**src/hdl/i2cms_pkg.sv**
```systemverilog
// Shared types, codes and reset values for the I2C master byte sequencer.
package i2cms_pkg;

   localparam int REQ_DATA_W = 16;
   localparam int REQ_USER_W = 3;
   localparam int RSP_DATA_W = 16;
   localparam int CSR_INDEX_W = 2;
   localparam int CSR_DATA_W = 8;

   localparam logic [2:0] OP_NONE  = 3'd0;
   localparam logic [2:0] OP_START = 3'd1;
   localparam logic [2:0] OP_STOP  = 3'd2;
   localparam logic [2:0] OP_WRITE = 3'd3;
   localparam logic [2:0] OP_READ  = 3'd4;

   localparam logic [1:0] ST_OK          = 2'd0;
   localparam logic [1:0] ST_START_FAIL  = 2'd1;
   localparam logic [1:0] ST_ACK_TIMEOUT = 2'd2;

   localparam logic [CSR_INDEX_W-1:0] CSR_ACK_TIMEOUT = 2'd0;
   localparam logic [CSR_INDEX_W-1:0] CSR_WRITE_PHASE = 2'd1;
   localparam logic [CSR_INDEX_W-1:0] CSR_READ_PHASE  = 2'd2;

   localparam logic [7:0] ACK_TIMEOUT_RESET = 8'd200;
   localparam logic [7:0] WRITE_PHASE_RESET = 8'd1;
   localparam logic [7:0] READ_PHASE_RESET  = 8'd2;

   typedef enum logic [15:0] {
      PH_IDLE   = 16'h0001,
      PH_ST_HI  = 16'h0002,
      PH_ST_LO  = 16'h0004,
      PH_SP_LO  = 16'h0008,
      PH_SP_SCL = 16'h0010,
      PH_SP_HI  = 16'h0020,
      PH_W_SET  = 16'h0040,
      PH_W_HI   = 16'h0080,
      PH_W_LO   = 16'h0100,
      PH_A_SET  = 16'h0200,
      PH_A_HI   = 16'h0400,
      PH_A_POLL = 16'h0800,
      PH_R_LO   = 16'h1000,
      PH_R_HI   = 16'h2000,
      PH_K_SET  = 16'h4000,
      PH_K_HI   = 16'h8000
   } phase_type;

endpackage

```
**src/hdl/i2c_master_byte_sequencer.sv**
```systemverilog
// Top level of the I2C master byte sequencer: tick state machine and result skid buffer.
//
//  channel  direction  fields
//  req      in         tuser: op; tdata: tx_byte, send_ack, sda_in
//  rsp      out        tdata: scl_level, sda_pull_low, busy_res, done_res, status, rx_byte
//  csr      in         csr_we, csr_index, csr_wdata (write only)
//
// Each request beat is one bus tick and yields exactly one response beat.
// The tick is evaluated combinationally from the state registers into the response register,
// so one beat is taken every cycle while the skid entry is empty.
// A one-entry skid stage holds a result while the response side stalls.
// Reset is synchronous and returns the bus drive to released and the registers to defaults.
module i2c_master_byte_sequencer (
   input  logic                                clock,
   input  logic                                reset,
   input  logic                                req_tvalid,
   output logic                                req_tready,
   // tx_byte[7:0], send_ack[8], sda_in[9], zero fill
   input  logic [i2cms_pkg::REQ_DATA_W-1:0]    req_tdata,
   // op[2:0]
   input  logic [i2cms_pkg::REQ_USER_W-1:0]    req_tuser,
   output logic                                rsp_tvalid,
   input  logic                                rsp_tready,
   // scl_level[0], sda_pull_low[1], busy_res[2], done_res[3], status[5:4], rx_byte[13:6]
   output logic [i2cms_pkg::RSP_DATA_W-1:0]    rsp_tdata,
   input  logic                                csr_we,
   input  logic [i2cms_pkg::CSR_INDEX_W-1:0]   csr_index,
   input  logic [i2cms_pkg::CSR_DATA_W-1:0]    csr_wdata
);
   import i2cms_pkg::*;

   logic [7:0] ack_timeout_ff;
   logic [7:0] write_phase_ff;
   logic [7:0] read_phase_ff;

   phase_type  phase_ff, phase_in;
   logic [2:0] command_ff, command_in;
   logic [3:0] bit_count_ff, bit_count_in;
   logic [7:0] shift_ff, shift_in;
   logic [7:0] tick_ff, tick_in;
   logic [7:0] wait_ff, wait_in;
   logic       ack_choice_ff, ack_choice_in;
   logic       drive_scl_ff, drive_scl_in;
   logic       drive_sda_ff, drive_sda_in;
   logic [7:0] rx_hold_ff, rx_hold_in;

   logic [RSP_DATA_W-1:0] rsp_ff, skid_ff;
   logic                  rsp_valid_ff, skid_valid_ff;

   logic [2:0] op;
   logic [7:0] tx_byte;
   logic       send_ack;
   logic       sda_level;
   logic       req_accept;
   logic       done;
   logic [1:0] status;
   logic [7:0] wticks;
   logic [7:0] rticks;
   logic [RSP_DATA_W-1:0] result;

   assign op        = req_tuser;
   assign tx_byte   = req_tdata[7:0];
   assign send_ack  = req_tdata[8];
   assign sda_level = req_tdata[9];

   assign req_tready = !skid_valid_ff;
   assign req_accept = req_tvalid && req_tready;

   assign wticks = (write_phase_ff == 8'd0) ? 8'd1 : write_phase_ff;
   assign rticks = (read_phase_ff == 8'd0) ? 8'd1 : read_phase_ff;

   always_comb begin
      phase_in      = phase_ff;
      command_in    = command_ff;
      bit_count_in  = bit_count_ff;
      shift_in      = shift_ff;
      tick_in       = tick_ff;
      wait_in       = wait_ff;
      ack_choice_in = ack_choice_ff;
      drive_scl_in  = drive_scl_ff;
      drive_sda_in  = drive_sda_ff;
      rx_hold_in    = rx_hold_ff;
      done          = 1'b0;
      status        = ST_OK;

      if (phase_ff == PH_IDLE) begin
         case (op) inside
            OP_START, OP_STOP, OP_WRITE, OP_READ: command_in = op;
            default: ;
         endcase
         unique case (op)
            OP_START: begin
               drive_sda_in = 1'b1;
               if (!sda_level) begin
                  done   = 1'b1;
                  status = ST_START_FAIL;
               end else begin
                  drive_scl_in = 1'b1;
                  phase_in     = PH_ST_HI;
                  tick_in      = wticks;
               end
            end
            OP_STOP: begin
               drive_scl_in = 1'b0;
               drive_sda_in = 1'b0;
               phase_in     = PH_SP_LO;
               tick_in      = wticks;
            end
            OP_WRITE: begin
               shift_in     = tx_byte;
               bit_count_in = 4'd0;
               drive_scl_in = 1'b0;
               drive_sda_in = tx_byte[7];
               phase_in     = PH_W_SET;
               tick_in      = wticks;
            end
            OP_READ: begin
               ack_choice_in = send_ack;
               shift_in      = 8'd0;
               bit_count_in  = 4'd0;
               drive_sda_in  = 1'b1;
               drive_scl_in  = 1'b0;
               phase_in      = PH_R_LO;
               tick_in       = rticks;
            end
            default: ;
         endcase
      end else if (phase_ff == PH_A_POLL) begin
         if (!sda_level) begin
            drive_scl_in = 1'b0;
            phase_in     = PH_IDLE;
            done         = 1'b1;
         end else if (wait_ff >= ack_timeout_ff) begin
            drive_scl_in = 1'b0;
            drive_sda_in = 1'b0;
            phase_in     = PH_SP_LO;
            tick_in      = wticks;
         end else begin
            wait_in = wait_ff + 8'd1;
         end
      end else if (tick_ff > 8'd1) begin
         tick_in = tick_ff - 8'd1;
      end else begin
         tick_in = 8'd0;
         unique case (phase_ff)
            PH_ST_HI: begin
               drive_sda_in = 1'b0;
               if (sda_level) begin
                  phase_in = PH_IDLE;
                  done     = 1'b1;
                  status   = ST_START_FAIL;
               end else begin
                  phase_in = PH_ST_LO;
                  tick_in  = wticks;
               end
            end
            PH_ST_LO: begin
               drive_scl_in = 1'b0;
               phase_in     = PH_IDLE;
               done         = 1'b1;
            end
            PH_SP_LO: begin
               drive_scl_in = 1'b1;
               phase_in     = PH_SP_SCL;
               tick_in      = wticks;
            end
            PH_SP_SCL: begin
               drive_sda_in = 1'b1;
               phase_in     = PH_SP_HI;
               tick_in      = wticks;
            end
            PH_SP_HI: begin
               phase_in = PH_IDLE;
               done     = 1'b1;
               status   = (command_ff == OP_WRITE) ? ST_ACK_TIMEOUT : ST_OK;
            end
            PH_W_SET: begin
               drive_scl_in = 1'b1;
               phase_in     = PH_W_HI;
               tick_in      = wticks;
            end
            PH_W_HI: begin
               drive_scl_in = 1'b0;
               phase_in     = PH_W_LO;
               tick_in      = wticks;
            end
            PH_W_LO: begin
               bit_count_in = bit_count_ff + 4'd1;
               if (bit_count_in < 4'd8) begin
                  shift_in     = {shift_ff[6:0], 1'b0};
                  drive_sda_in = shift_ff[6];
                  phase_in     = PH_W_SET;
               end else begin
                  drive_sda_in = 1'b1;
                  phase_in     = PH_A_SET;
               end
               tick_in = wticks;
            end
            PH_A_SET: begin
               drive_scl_in = 1'b1;
               phase_in     = PH_A_HI;
               tick_in      = wticks;
            end
            PH_A_HI: begin
               wait_in  = 8'd0;
               phase_in = PH_A_POLL;
            end
            PH_R_LO: begin
               drive_scl_in = 1'b1;
               shift_in     = {shift_ff[6:0], sda_level};
               phase_in     = PH_R_HI;
               tick_in      = rticks;
            end
            PH_R_HI: begin
               bit_count_in = bit_count_ff + 4'd1;
               drive_scl_in = 1'b0;
               if (bit_count_in < 4'd8) begin
                  phase_in = PH_R_LO;
                  tick_in  = rticks;
               end else begin
                  rx_hold_in   = shift_ff;
                  drive_sda_in = !ack_choice_ff;
                  phase_in     = PH_K_SET;
                  tick_in      = wticks;
               end
            end
            PH_K_SET: begin
               drive_scl_in = 1'b1;
               phase_in     = PH_K_HI;
               tick_in      = wticks;
            end
            PH_K_HI: begin
               drive_scl_in = 1'b0;
               phase_in     = PH_IDLE;
               done         = 1'b1;
            end
            default: ;
         endcase
      end
   end

   assign result = {2'b00, rx_hold_in, status, done, (phase_in != PH_IDLE),
                    !drive_sda_in, drive_scl_in};

   always_ff @(posedge clock) begin
      if (reset) begin
         ack_timeout_ff <= ACK_TIMEOUT_RESET;
         write_phase_ff <= WRITE_PHASE_RESET;
         read_phase_ff  <= READ_PHASE_RESET;
      end else if (csr_we) begin
         unique case (csr_index)
            CSR_ACK_TIMEOUT: ack_timeout_ff <= csr_wdata;
            CSR_WRITE_PHASE: write_phase_ff <= csr_wdata;
            CSR_READ_PHASE:  read_phase_ff  <= csr_wdata;
            default: ;
         endcase
      end
   end

   always_ff @(posedge clock) begin
      if (reset) begin
         phase_ff      <= PH_IDLE;
         command_ff    <= OP_NONE;
         bit_count_ff  <= 4'd0;
         shift_ff      <= 8'd0;
         tick_ff       <= 8'd0;
         wait_ff       <= 8'd0;
         ack_choice_ff <= 1'b0;
         drive_scl_ff  <= 1'b1;
         drive_sda_ff  <= 1'b1;
         rx_hold_ff    <= 8'd0;
      end else if (req_accept) begin
         phase_ff      <= phase_in;
         command_ff    <= command_in;
         bit_count_ff  <= bit_count_in;
         shift_ff      <= shift_in;
         tick_ff       <= tick_in;
         wait_ff       <= wait_in;
         ack_choice_ff <= ack_choice_in;
         drive_scl_ff  <= drive_scl_in;
         drive_sda_ff  <= drive_sda_in;
         rx_hold_ff    <= rx_hold_in;
      end
   end

   // The skid entry fills only when a beat arrives while the response register is stalled.
   always_ff @(posedge clock) begin
      if (reset) begin
         rsp_valid_ff  <= 1'b0;
         skid_valid_ff <= 1'b0;
      end else if (!rsp_valid_ff || rsp_tready) begin
         if (skid_valid_ff) begin
            rsp_valid_ff  <= 1'b1;
            skid_valid_ff <= 1'b0;
         end else begin
            rsp_valid_ff <= req_accept;
         end
      end else if (req_accept) begin
         skid_valid_ff <= 1'b1;
      end
   end

   always_ff @(posedge clock) begin
      if (!rsp_valid_ff || rsp_tready) begin
         if (skid_valid_ff) begin
            rsp_ff <= skid_ff;
         end else if (req_accept) begin
            rsp_ff <= result;
         end
      end else if (req_accept) begin
         skid_ff <= result;
      end
   end

   assign rsp_tvalid = rsp_valid_ff;
   assign rsp_tdata  = rsp_ff;

endmodule

```
**config.mk**
```make
export PLATFORM = sky130hd
export DESIGN_NAME = i2c_master_byte_sequencer
export DESIGN_NICKNAME = d
export VERILOG_FILES = /design/src/hdl/i2cms_pkg.sv /design/src/hdl/i2c_master_byte_sequencer.sv
export SDC_FILE = /design/constraint.sdc
export NUM_CORES = 1
export LEC_CHECK = 0
export BUFFER_PORTS_ARGS = -buffer_cell sky130_fd_sc_hd__buf_4
export CAP_MARGIN = 20
export CORE_UTILIZATION = 50
export DETAILED_ROUTE_END_ITERATION = 8
export PLACE_DENSITY = 0.78
export SKIP_LAST_GASP = 1
export SYNTH_ARGS = -nofsm -noshare
export SYNTH_HDL_FRONTEND = slang
export SYNTH_SLANG_ARGS = --single-unit
```
**constraint.sdc**
```tcl
create_clock -name clock -period 4.3 [get_ports clock]
set_clock_uncertainty 0.1 [all_clocks]
set_input_delay 0.215 -clock clock [delete_from_list [all_inputs] [get_ports clock]]
set_output_delay 0.215 -clock clock [all_outputs]
set_load 0.005 [all_outputs]
```
==> metrics.yaml, run 1 <==
hp-class: "in -> reg"
avgSynthCellArea_um2: 8.44
die_y_um: 114
gp_congestion: 0.927
critical_path_class: "reg -> reg"
num_vias: 5784
dr.pass1.iters: 7
start_kind: "flop"
synth_cell_types: 68
root_buffer: "clkbuf_16"
rows: 40
setup_tns_ns: 0
start_util_pct: 51.6
cts.path.max_buffers: 2
grt_pass1_wl_um: 28300
grt_pass1_vias: 5457
gr-usage-met3_pct: 6.38
busiest_layer: "met2"
avgViaCountPerCell: 6.19
hold_slack_ns: 0.00664
synth_area_um2: 6250
worst_pin_slew_ns: 0.839
worstPathMaxFanout: 9
power.density_nw_per_um2: 348
cts_tree: "built"
maxCapViolCount: 0
power_mw: 2.44
antenna_left: 0
layout_min_cycle_time_ns: 3.53
end_kind: "flop"
syn_to_final_growth_pct: 11.9
rsz0062_at_grt: "false"
worstPathArrival_ns: 3.66
dieArea_um2: 13000
layout-drive-gt1-share_pct: 13.8
num_antenna_cells: 0
maxSlewHeadroom_pct: 44.1
clk_pin_slew_worst_paths_ns: 0.07
cts.sinks: 112
met1_usage_pct: 36.2
pin_count: 52
final_area_um2: 7000
grt-ovfl-total: 0
total_leakage_power_nw: 2.77
cts_setup_buffers: 0
wirelength_um: 17500
synth_cells: 741
grt_usage_pct: 28.0
place_area_um2: 6670
insertion_delay_ns: 0.37
worstRegToRegCells: 8
grtUsageMet2_pct: 45.2
finalSetupViolCount: 0
ff2ff_setup_slack_ns: 0.77
final_common_cell: "nor2_1"
synth_seq_cells: 112
peakVddDrop_mv: 0.301
synth_enable_flop_cells: 28
slew_violations: 0
async_reset_ff_share_pct: 0
htreeDepth: 3
pre_cts_slack_ns: 0.780
hold_violations: 0
cts_buffers: 9
fin_crit_sh_pct: 82.1
yosys_warnings: 0
core-area_um2: 12100
setup_slack_ns: 0.771
timing.fmax_mhz: 283
grt_start_max_net_pins: 80
fin_nets: 808
ys.flop_type: "dfxtp_1"
cp.required_ns: 4.43
die_w_um: 114
dp_hpwl_um: 12400
first_iter_violations: 564
ys_seq_area_share_pct: 40.4
hold-path-cell-count: 3
route.detailed.drc: 0
grt_antenna_before_repair: 0
wl_per_cell_um: 18.7
final_cell_mix: "nor2_1, dfxtp_1, nand2_1, buf_4, a21oi_1"
status: "finished, final reports clean"
portBuffers: 43
## registers in the layout, indices dropped and copies added (netlist names), 3 cells and up
| name | flops |
|---|---|
| rx_hold_ff | 8 |
| shift_ff | 8 |
| rsp_tdata | 14 |
| phase_ff | 16 |
| wait_ff | 8 |
| skid_ff | 14 |
| command_ff | 3 |
| write_phase_ff | 8 |
| ack_timeout_ff | 8 |
| bit_count_ff | 4 |
| tick_ff | 8 |
| read_phase_ff | 8 |
## synthesized netlist by cell type, types with 5 or more instances
cell | count | share of area, %
nor4_1 | 11 | 1.1
xor2_1 | 11 | 1.5
mux2i_1 | 25 | 4.0
nor3_1 | 31 | 2.5
a21oi_1 | 49 | 3.9
o21ai_0 | 37 | 3.0
or3_1 | 5 | 0.50
edfxtp_1 | 28 | 13
mux2_2 | 20 | 3.6
and4_1 | 7 | 0.98
nand3_1 | 30 | 2.4
and3_1 | 5 | 0.50
clkbuf_1 | 39 | 2.3
nor2_1 | 116 | 7.0
dfxtp_1 | 84 | 27
nor2b_1 | 6 | 0.60
nand2b_1 | 15 | 1.5
a211oi_1 | 8 | 0.96
or4_1 | 7 | 0.84
o221ai_1 | 6 | 0.84
inv_1 | 19 | 1.1
ha_1 | 12 | 2.4
nand4_1 | 8 | 0.80
xnor2_1 | 7 | 0.98
nand2_1 | 56 | 3.4
nor3b_1 | 5 | 0.60
a211o_1 | 6 | 0.84
o31ai_1 | 5 | 0.60
## routing by layer
metal	vias to the layer above	wire length (um)
met5	-	0
met4	0	521
met3	44	1330
met2	261	8280
met1	2762	7380
li1	2717	-
## through the flow
step	util [%]	instances
2_1_floorplan	-	742
3_3_place_gp	55.1	915
3_5_place_dp	55.1	915
4_1_cts	57.7	934
5_1_grt	57.8	935
6_report	57.8	935
## cells by family after synthesis
family	count (synthesis)	share of synthesized area [%]
muxes	45	7.61
DFF	112	40.4
AOI/OAI and AO/OA	155	16.0
adders and majority gates	12	2.40
and+or+nand+nor	329	26.6
buffers and inverters	69	4.44
xor gates and xnor gates	18	2.52
other	1	0.0600
## final cells by class
class	count	area, um2
Clock buffer	9	225
Clock inverter	7	67.6
Fill cell	1127	5110
Inverter	20	75.1
Multi-Input combinational cell	561	3450
Sequential cell	112	2520
Tap cell	168	210
Timing Repair Buffer	58	443
## worst paths after layout
check                       to              start
max reg2reg         wait_ff[5]       phase_ff[15]
max                 wait_ff[5]       phase_ff[15]
min reg2reg  write_phase_ff[0]  write_phase_ff[0]
min          ack_timeout_ff[2]       csr_wdata[2]
## timing repair
action,in CTS,in global routing
hold buffers,3,0
resized for setup,0,0
hold endpoints to repair,3,0
## worst max-delay path, stage by stage (launching register included)
cell	delay (ns)
dfxtp_1	0.41
or3_1	0.52
nor4_4	0.54
nand3_1	0.44
or3_1	0.60
a21oi_2	0.37
nand3_1	0.17
xor2_1	0.19
nor2_1	0.06
## power by group
part / leakage, nW / total (mW) / switching, mW / internal [mW]
clock network: 0.141 / 0.841 / 0.430 / 0.411
logic: 1.68 / 0.434 / 0.266 / 0.168
registers: 0.948 / 1.16 / 0.0345 / 1.13
total: 2.77 / 2.44 / 0.731 / 1.71
Note: power is estimated with default switching activity, not from simulation.
==> run 2, diff against run 1 <==
Settings changed: ABC_AREA set to 1, PLACE_DENSITY 0.78 to 0.8.
Clock period 4.3 ns to 3 ns, I/O delays scaled along.
==> run 2 against run 1 <==
Sequential power up 46%. Count of clock-buffer cells in the layout unchanged. Via count up 3.3%. Cell count up 21%. Critical path depth up 7. Fmax up 27%. Sequential share of layout area down 2.4 points. Routed wire length down 8.8%. Largest cell class unchanged. Highest routed layer unchanged.
==> metrics.yaml, run 2 <==
synth_seq_cells: 112
cts.path.max_buffers: 2
synth_enable_flop_cells: 28
critPathMaxStageDelay_ns: 0.38
cp.required_ns: 3.02
dp_hpwl_um: 11600
power_switching_mw: 1.13
layout-drive-gt1-share_pct: 14.1
wl_per_cell_um: 14.1
grt-ovfl-total: 0
rows: 41
seqPwrFrac_pct: 44.5
start_util_pct: 51.3
rr_startpoint: "phase_ff[2]"
core-area_um2: 12600
wirelength_um: 16000
setup_slack_ns: 0.216
busiest_layer: "met2"
cts_tree: "built"
endpoint: "rsp_tdata[2]"
largest_reg_flops: 16
gp_congestion: 0.923
yosysTopAreaCell: "dfxtp_1"
grt_antenna_before_repair: 0
crit_path_top_delay_cell: "dfxtp_1"
ys_seq_area_share_pct: 38.9
crit_chain: "nor2_4 -> nand2_4 -> nor2_4 -> buf_4 -> nand3b_4 -> nand2_2 -> nor2_2 -> nand3_1 -> o211ai_1 -> a21oi_1 -> nand2_1 -> nor2_1 -> nand2_1 -> nand2_1 -> nand2_1"
final_area_um2: 7490
hp-class: "in -> reg"
portBuffers: 43
clk_pin_slew_worst_paths_ns: 0.08
cts_buffers: 9
regArea_um2: 2520
maxCapViolCount: 0
internal-power_mw: 2.66
ff2ff_setup_slack_ns: 0.22
gr-usage-met3_pct: 5.39
pin_count: 52
synth_cell_types: 48
route.detailed.drc: 0
dr.pass1.iters: 5
p_clk_share_pct: 36.2
power_frac_comb_pct: 19.3
worstRegToRegCells: 15
final_cell_mix: "nand2_1, inv_1, a21oi_1, dfxtp_1, nor2_1"
dieArea_um2: 13400
total_leakage_power_nw: 3.54
first_iter_violations: 394
grt_pass1_wl_um: 26000
die_y_um: 116
worstPathArrival_ns: 2.80
insertion_delay_ns: 0.36
grt_start_max_net_pins: 45
critical_path_class: "reg -> reg"
synth_area_um2: 6480
path_depth: 15
grt_usage_pct: 25.0
ys.flop_type: "dfxtp_1"
largest-register: "phase_ff"
power.density_nw_per_um2: 506
maxSlewHeadroom_pct: 53.1
hold-path-cell-count: 5
met1_usage_pct: 32.1
async_reset_ff_share_pct: 0
final_common_cell: "nand2_1"
avgSynthCellArea_um2: 7.23
synth_cells: 896
setup_tns_ns: 0
peakVddDrop_mv: 0.470
worst_pin_slew_ns: 0.698
startpoint: "phase_ff[2]"
timing.fmax_mhz: 359
cts.sinks: 112
die_w_um: 116
layout_min_cycle_time_ns: 2.78
yosysTopAreaCellShare_pct: 26.0
power_mw: 3.79
rr_endpoint: "rsp_tdata[2]"
antenna_left: 0
num_antenna_cells: 0
htreeDepth: 3
cp.buffers_inverters: 1
status: "finished, final reports clean"
num_vias: 5973
place_area_um2: 6960
worstPathMaxFanout: 11
slew_violations: 0
rsz0062_at_grt: "false"
worst_path_dominant_cell_family: "simple AND/OR/NAND/NOR gates"
multiInputGateArea_um2: 3260
yosys_warnings: 0
grtUsageMet2_pct: 41.8
avgViaCountPerCell: 5.28
end_kind: "flop"
synth_commonest_cells: "nand2_1, inv_1, a21oi_1, dfxtp_1, nor2_1"
synth_top_cells_by_area: "dfxtp_1, edfxtp_1, nand2_1, inv_1, a21oi_1"
grt_pass1_vias: 5387
start_kind: "flop"
finalSetupViolCount: 0
netSwitchingFraction_pct: 29.8
root_buffer: "clkbuf_16"
fin_nets: 1001
pre_cts_slack_ns: 0.149
synth_most_common_cell: "nand2_1"
syn_to_final_growth_pct: 15.7
crit_top_cell: "nand2_1"
hold_violations: 0
fin_crit_sh_pct: 92.8
fill_cells: 1149
run 2: changes by cell type after synthesis, moves of 20 or more:
cell | previous run | this run
mux2i_1 | 25 | 0
nor2_1 | 116 | 83
o21ai_0 | 37 | 75
nand2_1 | 56 | 176
inv_1 | 19 | 134
clkbuf_1 | 39 | 18
a21oi_1 | 49 | 85
mux2_2 | 20 | 0
run 2: timing repair:
action | CTS | global route
hold buffers | 13 | 0
setup endpoints to repair | 0 | 1
hold endpoints to repair | 23 | 0
resized for setup | 0 | 2
setup buffers | 0 | 4
run 2: through the flow:
step | hold slack (ns) | util (%) | cells
final | 0.0775 | 59.4 | 1132
after global routing | 0.104 | 59.4 | 1132
after CTS | 0.0635 | 58.9 | 1127
after detailed placement | 0.297 | 55.1 | 1098
after global placement | 0.291 | 55.1 | 1098
after floorplan | 0.176 | - | 897
run 2: layer usage:
metal / up-vias / wire length [um]
met5: - / 0
met4: 0 / 254
met3: 21 / 953
met2: 179 / 7590
met1: 2697 / 7180
li1: 3076 / -
run 2: worst min path at each step:
stage / from / slack [ns] / to
after floorplan: csr_wdata[0] / 0.18 / write_phase_ff[0]
after global placement: csr_wdata[0] / 0.29 / write_phase_ff[0]
after detailed placement: csr_wdata[0] / 0.30 / write_phase_ff[0]
after CTS: csr_index[0] / 0.06 / ack_timeout_ff[3]
after global routing: req_tdata[4] / 0.10 / shift_ff[4]
final: req_tdata[3] / 0.08 / shift_ff[3]
run 2: cell families (layout without fill, tap and decap cells):
logic type,after synthesis,in the layout,share of synthesized area (%)
xor+xnor,8,8,1.08
fa+ha+maj,12,12,2.32
other cells,1,2,0.0579
compound gates,227,227,19.7
simple gates,366,367,26.9
buf+inv,170,232,11.0
flops,112,112,38.9
run 2: worst reg2reg max path, cell delays in order, from the launching register on:
cell	delay, ns
dfxtp_1	0.38
nor2_4	0.18
nand2_4	0.09
nor2_4	0.31
buf_4	0.19
nand3b_4	0.12
nand2_2	0.17
nor2_2	0.08
nand3_1	0.11
o211ai_1	0.14
a21oi_1	0.16
nand2_1	0.10
nor2_1	0.15
nand2_1	0.11
nand2_1	0.07
nand2_1	0.07
run 2: power by group through the flow:
| stage | clock network, mW | registers (mW) | logic (mW) |
|---|---|---|---|
| final | 1.37 | 1.69 | 0.731 |
| after global routing | 1.45 | 1.70 | 0.813 |
| after CTS | 1.40 | 1.69 | 0.707 |
| after detailed placement | 0 | 1.72 | 0.690 |
| after global placement | 0 | 1.72 | 0.677 |
| after floorplan | 0 | 1.71 | 0.500 |
run 2: area by class of cell:
| type | instances | share of cell area [%] |
|---|---|---|
| flip-flops and latches | 112 | 33.7 |
| well taps | 172 | 2.87 |
| repair buffers | 77 | 8.32 |
| inverters | 139 | 6.96 |
| clock inverters | 7 | 1.65 |
| clock buffers | 9 | 3.01 |
| multi-input cells | 616 | 43.5 |
==> run 3, diff against run 2 <==
Clock period 3 ns to 2.3 ns, I/O delays scaled along.
==> run 3 against run 2 <==
The flow now finishes with violations (setup timing). Critical path depth up 4. First-iteration DRC count up 82%. Clock power up 14%. Flip-flop and latch count unchanged. Routed wire length up 22%. Power up 34%. Design area up 19%. Register-to-register slack worse by 0.36 ns. Sequential share of layout area down 5.0 points. Combinational power up 79%. Die area unchanged. Critical endpoint unchanged. Largest cell class unchanged. Highest routed layer unchanged.
==> metrics.yaml, run 3 (synthesized netlist as in run 2, its figures left out) <==
violations: "setup timing"
pre_cts_slack_ns: -0.265
crit_chain: "nor2_4 -> nand2_4 -> nor2_4 -> buf_12 -> nand2_4 -> nand2_2 -> inv_1 -> nand2_2 -> nor2_4 -> nand2_4 -> nand3_1 -> nand2_1 -> inv_1 -> nor2_1 -> nand2_1 -> nor2_2 -> nand2_1 -> nand2_1 -> nand2_1"
num_vias: 6770
netSwitchingFraction_pct: 31.7
first_iter_violations: 718
power_switching_mw: 1.61
wirelength_um: 19500
internal-power_mw: 3.47
seqPwrFrac_pct: 43.4
dp_hpwl_um: 13000
postLayoutCoreUtil_pct: 70.6
wl_per_cell_um: 15.5
pin_count: 52
finalSetupViolCount: 14
final_common_cell: "buf_4"
p_clk_share_pct: 30.8
gp_congestion: 0.918
grt-ovfl-total: 0
critPathMaxStageDelay_ns: 0.35
cts_buffers: 9
grt_antenna_before_repair: 0
num_antenna_cells: 0
grt_start_max_net_pins: 43
peakVddDrop_mv: 0.367
fin_crit_sh_pct: 106
grt_pass1_vias: 6355
hp-class: "in -> reg"
power_mw: 5.07
maxCapViolCount: 0
worstPathMaxFanout: 8
antenna_left: 0
rows: 41
die_y_um: 116
grt_usage_pct: 28.4
crit_top_cell: "nand2_1"
place_inst: 1203
final_cell_mix: "buf_4, nand2_1, inv_1, a21oi_1, o21ai_0"
start_kind: "flop"
start_util_pct: 51.3
total_leakage_power_nw: 4.19
power_frac_comb_pct: 25.8
setup_tns_ns: -0.824
insertion_delay_ns: 0.37
critical_path_class: "reg -> reg"
die_w_um: 116
clk_pin_slew_worst_paths_ns: 0.08
maxSlewHeadroom_pct: 63.5
cts_tree: "built"
hold_slack_ns: 0.0235
worstPathArrival_ns: 2.47
place_area_um2: 7810
hold_violations: 0
power.density_nw_per_um2: 570
cts.sinks: 112
core-area_um2: 12600
htreeDepth: 3
worst_path_dominant_cell_family: "simple AND/OR/NAND/NOR gates"
final-instance-count-excl-fill: 1255
cts.path.max_buffers: 2
cp.buffers_inverters: 3
rsz0062_at_grt: "true"
root_buffer: "clkbuf_16"
layout-drive-gt1-share_pct: 31.9
timing.fmax_mhz: 408
layout_min_cycle_time_ns: 2.45
grt_pass1_wl_um: 29500
syn_to_final_growth_pct: 37.6
final_area_um2: 8910
worst_pin_slew_ns: 0.544
dieArea_um2: 13400
setup_slack_ns: -0.149
end_kind: "flop"
cp.required_ns: 2.32
crit_path_top_delay_cell: "dfxtp_2"
status: "finished with violations"
dr.pass1.iters: 7
fin_nets: 1124
route.detailed.drc: 0
largest_reg_flops: 16
portBuffers: 43
slew_violations: 0
avgViaCountPerCell: 5.39
largest-register: "phase_ff"
[run 3: power by group through the flow]
stage	Sequential, mW	Clock [mW]	Combinational, mW
after global routing	2.22	1.64	1.42
after CTS	2.20	1.56	1.16
after floorplan	2.23	0	0.652
final	2.20	1.56	1.31
after global placement	2.23	0	1.07
after detailed placement	2.24	0	1.09
[run 3: cell type report]
| cell class | count | area [um2] |
|---|---|---|
| multi-input combinational | 615 | 3610 |
| timing repair buffer | 201 | 1710 |
| clock buffer | 10 | 229 |
| clock inverter | 6 | 62.6 |
| tap | 172 | 215 |
| fill | 987 | 3710 |
| sequential | 112 | 2550 |
| inverter | 139 | 529 |
[run 3: timing repair]
action                                  CTS  global route
endpoints found under the setup margin   20            57
buffers inserted                         11            13
resized for setup                        49            90
hold buffers                             13             0
gates cloned                              1             0
endpoints found under the hold margin    28             0
pin swaps                                26            49
[run 3: final timing paths]
| path | from | end | slack [ns] | cells after the start |
|---|---|---|---|---|
| setup reg to reg | phase_ff[7] | rsp_tdata[2] | -0.15 | 19 |
| hold reg to reg | command_ff[1] | command_ff[1] | 0.36 | 2 |
| hold / removal | req_tdata[4] | shift_ff[4] | 0.02 | 5 |
| setup / recovery | phase_ff[7] | rsp_tdata[2] | -0.15 | 19 |
[run 3: tightest hold or removal path, delay by kind of cell]
| family | cells | cell delay [ns] |
|---|---|---|
| simple gates | 1 | 0.04 |
| compound gates | 3 | 0.23 |
| buf+inv | 1 | 0.08 |
[run 3: per-layer routing]
layer	track usage (%)	wire length (um)
met1	33.4	7770
met2	50.3	9710
met3	4.29	1230
met4	14.4	750
met5	0	0
